**src/sv/nsm_pkg.sv**
```systemverilog
// Shared types and constants for the nearest-site Minkowski labelling engine.
// Used by nsm_cell and nearest_site_minkowski; depends on nothing else.
package nsm_pkg;

    localparam int unsigned SLOT_W  = 4;
    localparam int unsigned COORD_W = 12;
    localparam int unsigned PIX_W   = 10;
    localparam int unsigned AD_W    = 12;
    localparam int unsigned SQ_W    = 2 * AD_W;
    localparam int unsigned DIST_W  = 48;

    // Largest possible distance: 2 * 3071^4
    localparam logic [DIST_W-1:0] DIST_MAX = 48'd177889068687362;

    // Minkowski order codes
    typedef logic [2:0] ord_t;
    localparam ord_t ORD_LINEAR  = 3'd1;
    localparam ord_t ORD_SQUARE  = 3'd2;
    localparam ord_t ORD_CUBE    = 3'd3;
    localparam ord_t ORD_QUARTIC = 3'd4;

    // Item modes
    localparam logic MODE_LOAD  = 1'b0;
    localparam logic MODE_QUERY = 1'b1;

    // Register indexes (paddr[2])
    localparam logic REG_EXPONENT   = 1'b0;
    localparam logic REG_SITE_COUNT = 1'b1;

    // Item token that walks down the cell chain
    typedef struct packed {
        logic                      valid;
        logic                      mode;
        logic [SLOT_W-1:0]         slot;
        logic signed [COORD_W-1:0] site_row;
        logic signed [COORD_W-1:0] site_col;
        logic [PIX_W-1:0]          pixel_row;
        logic [PIX_W-1:0]          pixel_col;
    } tok_t;

    // Running best match that trails the query token
    typedef struct packed {
        logic              valid;
        logic [SLOT_W-1:0] idx;
        logic [DIST_W-1:0] distance;
    } best_t;

endpackage

```
**src/sv/nsm_cell.sv**
```systemverilog
// One site cell of the nearest-site chain: holds one site, computes the
// distance to each passing query over three stages and updates the best match.
// Depends on nsm_pkg.
module nsm_cell #(
    parameter int unsigned INDEX = 0
) (
    input  logic          aclk,
    input  logic          aresetn,
    input  logic          adv,
    input  nsm_pkg::ord_t order,
    input  logic          active,
    input  nsm_pkg::tok_t tok_in,
    input  nsm_pkg::best_t best_in,
    output nsm_pkg::tok_t tok_out,
    output nsm_pkg::best_t best_out
);
    import nsm_pkg::*;

    localparam bit FIRST = (INDEX == 0);

    // Absolute difference of an unsigned pixel and a signed site coordinate
    function automatic logic [AD_W-1:0] abs_diff(input logic [PIX_W-1:0] pix,
                                                  input logic signed [COORD_W-1:0] site);
        logic signed [COORD_W:0] diff;
        diff = $signed({{(COORD_W + 1 - PIX_W){1'b0}}, pix}) - $signed({site[COORD_W-1], site});
        return diff[COORD_W] ? AD_W'(-diff) : diff[AD_W-1:0];
    endfunction

    function automatic logic [DIST_W-1:0] power_sel(input logic [AD_W-1:0] ad,
                                                     input logic [SQ_W-1:0] sq,
                                                     input ord_t ord);
        logic [DIST_W-1:0] ad_w, sq_w;
        ad_w = {{(DIST_W - AD_W){1'b0}}, ad};
        sq_w = {{(DIST_W - SQ_W){1'b0}}, sq};
        unique case (ord)
            ORD_LINEAR:  return ad_w;
            ORD_SQUARE:  return sq_w;
            ORD_CUBE:    return sq_w * ad_w;
            ORD_QUARTIC: return sq_w * sq_w;
            default:     return ad_w;
        endcase
    endfunction

    logic signed [COORD_W-1:0] site_row_reg, site_col_reg;
    tok_t                      tok_reg;
    logic                      s1_q_reg, s2_q_reg, s3_q_reg;
    logic [AD_W-1:0]           s1_ady_reg, s1_adx_reg, s2_ady_reg, s2_adx_reg;
    logic [SQ_W-1:0]           s2_sqy_reg, s2_sqx_reg;
    logic [DIST_W-1:0]         s3_pwy_reg, s3_pwx_reg;
    best_t                     best_reg, best_next;
    logic [DIST_W-1:0]         dist_sum;
    logic                      take;
    logic                      load_hit;

    assign load_hit = tok_in.valid && (tok_in.mode == MODE_LOAD)
                      && ({{(32 - SLOT_W){1'b0}}, tok_in.slot} == 32'(INDEX));

    // Site storage: written when a load for this slot passes
    always_ff @(posedge aclk) begin
        if (adv && load_hit) begin
            site_row_reg <= tok_in.site_row;
            site_col_reg <= tok_in.site_col;
        end
    end

    // Token hop and distance stages; only the flags are cleared by reset
    always_ff @(posedge aclk) begin
        if (!aresetn) begin
            tok_reg.valid  <= 1'b0;
            s1_q_reg       <= 1'b0;
            s2_q_reg       <= 1'b0;
            s3_q_reg       <= 1'b0;
            best_reg.valid <= 1'b0;
        end else if (adv) begin
            tok_reg  <= tok_in;
            s1_q_reg <= tok_in.valid && (tok_in.mode == MODE_QUERY);
            s2_q_reg <= s1_q_reg;
            s3_q_reg <= s2_q_reg;
            // stage 1: absolute differences
            s1_ady_reg <= abs_diff(tok_in.pixel_row, site_row_reg);
            s1_adx_reg <= abs_diff(tok_in.pixel_col, site_col_reg);
            // stage 2: squares
            s2_ady_reg <= s1_ady_reg;
            s2_adx_reg <= s1_adx_reg;
            s2_sqy_reg <= {{AD_W{1'b0}}, s1_ady_reg} * {{AD_W{1'b0}}, s1_ady_reg};
            s2_sqx_reg <= {{AD_W{1'b0}}, s1_adx_reg} * {{AD_W{1'b0}}, s1_adx_reg};
            // stage 3: power of the selected order
            s3_pwy_reg <= power_sel(s2_ady_reg, s2_sqy_reg, order);
            s3_pwx_reg <= power_sel(s2_adx_reg, s2_sqx_reg, order);
            best_reg   <= best_next;
        end
    end

    // Stage 4: sum and compare against the best so far; lower index keeps ties
    always_comb begin
        dist_sum        = s3_pwy_reg + s3_pwx_reg;
        take            = active && (FIRST || (dist_sum < best_in.distance));
        best_next.valid = s3_q_reg;
        if (take) begin
            best_next.idx      = SLOT_W'(INDEX);
            best_next.distance = dist_sum;
        end else begin
            best_next.idx      = best_in.idx;
            best_next.distance = best_in.distance;
        end
    end

    assign tok_out  = tok_reg;
    assign best_out = best_reg;

endmodule

```
**config.mk**
```make
export PLATFORM = sky130hd
export DESIGN_NAME = nsm_cell
export DESIGN_NICKNAME = d
export VERILOG_FILES = /design/src/sv/nsm_pkg.sv /design/src/sv/nsm_cell.sv
export SDC_FILE = /design/constraint.sdc
export NUM_CORES = 2
export LEC_CHECK = 0
export BUFFER_PORTS_ARGS = -buffer_cell sky130_fd_sc_hd__buf_2
export CAP_MARGIN = 5
export CORE_ASPECT_RATIO = 0.7
export CORE_MARGIN = 2
export CORE_UTILIZATION = 40
export DETAILED_ROUTE_END_ITERATION = 12
export PLACE_DENSITY = 0.64
export SLEW_MARGIN = 20
export SYNTH_ARGS = -nofsm -noshare
export SYNTH_HDL_FRONTEND = slang
export SYNTH_SLANG_ARGS = --single-unit
```
**constraint.sdc**
```tcl
create_clock -name aclk -period 12.28 [get_ports aclk]
set_clock_uncertainty 0.15 [all_clocks]
set_input_delay 1.228 -clock aclk [delete_from_list [all_inputs] [get_ports aclk]]
set_output_delay 1.228 -clock aclk [all_outputs]
set_load 0.02 [all_outputs]
```
==> reports/metrics.yaml <==
floorplan:
  die_w_um: 510.0
  dieArea_sq_mm: 0.1827
  rows: 129
  ios: 213
  fp.coreArea_sq_mm: 0.1774
  start_util: 0.4041
  die_y_um: 358.2
synthesis:
  synth-seq-cells: 318
  synthTopCellsByArea: "fa_1 39%, edfxtp_1 13%, ha_1 12%, inv_1 9.6%, nand2_1 4.2%"
  syn_area_per_cell_sq_um: 9.500
  synth_flop_cell: "edfxtp_1"
  async_flop_share: 0
  synth_top_cell_area_share: 0.3907
  synth_cells: 7546
  ys_types: 89
  yosysSeqAreaShare: 0.1325
  yosysTopAreaCell: "fa_1"
  synth_enable_flop_cells: 313
  syn_area_sq_mm: 0.07168
  yosysWarnings: 0
layout:
  multi_input_area_sq_mm: 0.05437
  drive_above_1_share: 0.05841
  n_fill_cell: 16940
  final_cell_mix: "1834 x inv_1, 1399 x fa_1, 802 x nand2_1"
  mostFrequentLayoutCell: "inv_1"
  final-seq-area_sq_mm: 0.009499
  fin_cells: 10030
  nets: 9857
  syn2layout_area_growth_pct: 7.052
  largest_register_ffs: 53
sta:
  period_share: 0.7536
  slew_headroom: 0.2495
  slew_viol_final: 0
  fmax_ghz: 0.1081
  tightestPinTransition_ps: 1126
  hold_viol: 0
  setup_viol: 0
  grt_setup_unrepaired: "no"
  tns_ps: 0
  post-route-min-period_ps: 9254
clock_tree:
  ctsResizeCount: 0
  clk_pin_slew_ps: 80
  ctsRootBufferMaster: "clkbuf_16"
  cts_tree: "done"
  cts.sinks: 318
  clk_latency_ps: 670
  post_cts_buffers: 0
  numCtsBuffers: 42
  clockBufferDepth: 3
  postCtsHoldBufs: 0
  htree_levels: 2
route:
  wire_per_inst_um: 18.44
  initialDrtViolationCount: 3934
  detail-route-antenna-nets: 0
  drc_errors: 0
  vias: 51460
  viasPerCell: 5.131
  drt_wl_total_um: 184900
  firstDrtPassIters: 8
critical_path:
  crit_required_ps: 12500
  cp_max_fo: 20
  criticalPathCategory: "reg2reg"
  worstSetupEndpointType: "register"
  crit_path_start_kind: "register"
  critPathArrivalTime_ps: 9480
global_route:
  antenna_found_initial: 8
  grt_overflow: 0
  grt_use_total: 0.2095
  first_global_vias: 54490
  grt_first_pass_wirelength_um: 301200
  grt_max_degree: 68
min_path:
  hold_path.class: "reg2reg"
place:
  gp_congestion: 0.9441
  numPortBuffers: 211
  dp_hpwl_um: 146200
  place_inst: 9951
outcome:
  status: "complete, no violations"
flow_run:
  drv_cap: 0
## critical path: stages, from the launching register on
cell and delay [ps]:
edfxtp_1 1100, buf_4 390, and2_1 220, fa_1 430, inv_1 80, fa_1 440, fa_1 520, inv_1 60
fa_1 550, fa_1 430, fa_1 490, inv_1 50, fa_1 470, inv_1 40, ha_1 460, nand4_1 260
or4_1 560, nor3_1 460, nor3_1 200, o21ai_0 700, a31oi_1 200, xor2_1 200, o21ai_0 90, or3b_1 370
## worst paths after layout
path                                  endpoint           start  depth (start not counted)  slack, ps
worst max-delay path            s3_pwy_reg[35]  s2_sqy_reg[16]                         23       3030
worst min-delay path                  s1_q_reg        s1_q_reg                          2        330
worst max register to register  s3_pwy_reg[35]  s2_sqy_reg[16]                         23       3030
worst min register to register        s1_q_reg        s1_q_reg                          2        330
## cell families (layout without fill, tap and decap cells)
logic type                 count (synthesis)  in the layout  synth area share
buffers and inverters                   2131           2207            0.1117
adders and majority gates               2110           2110            0.5148
and+or+nand+nor                         1789           1789            0.1194
AOI/OAI and AO/OA                        864            864           0.07905
DFF                                      318            318            0.1325
xor gates and xnor gates                 263            263           0.03213
muxes                                     69             69           0.01033
other                                      2             52         0.0001048
## final cells by class
class	count	share of cell area
Multi-Input combinational cell	5145	0.7086
Antenna cell	2	0.00006522
Sequential cell	318	0.1238
Inverter	1835	0.08976
Clock buffer	47	0.01394
Tap cell	2358	0.03845
Clock inverter	30	0.003440
Timing Repair Buffer	295	0.02201
## synthesized netlist by cell type, types with 15 or more instances
master	count
ha_1	711
a31oi_1	28
nor3_1	42
nand2_1	803
o21ai_0	135
nand2b_1	39
mux2_2	40
o22ai_1	41
o21bai_1	33
a21o_1	152
and3_1	24
and2_1	446
o31ai_1	22
a211oi_1	16
nand3_1	44
fa_1	1399
edfxtp_1	313
clkbuf_1	286
mux2i_1	29
xor2_1	92
nor2_1	233
or2_2	15
inv_1	1834
o21a_1	24
o211ai_1	20
xnor2_1	171
nor2b_1	50
nand4_1	37
a21oi_1	255
a21boi_0	17
## stage by stage
step | hold slack [ps] | instance area [sq um] | setup WS, ps | util
6_report | 332.3 | 76740 | 3026 | 0.4326
4_1_cts | 339.5 | 76730 | 3278 | 0.4326
2_1_floorplan | 274.4 | 71860 | 3378 | -
3_5_place_dp | 331.5 | 75390 | 3371 | 0.4250
3_3_place_gp | 316.5 | 75390 | 3423 | 0.4250
5_1_grt | 348.7 | 76740 | 2773 | 0.4326
## per-layer routing
metal | up-vias | global-route usage | wire length (um)
met5 | - | 0 | 57
met4 | 8 | 0.04451 | 4119
met3 | 218 | 0.04188 | 16850
met2 | 1889 | 0.3123 | 78020
met1 | 25990 | 0.3140 | 85870
li1 | 23360 | - | -
Power is left out: the tool's default activity adds up to more than one toggle a clock period on the data nets, which glitch-free logic cannot reach.
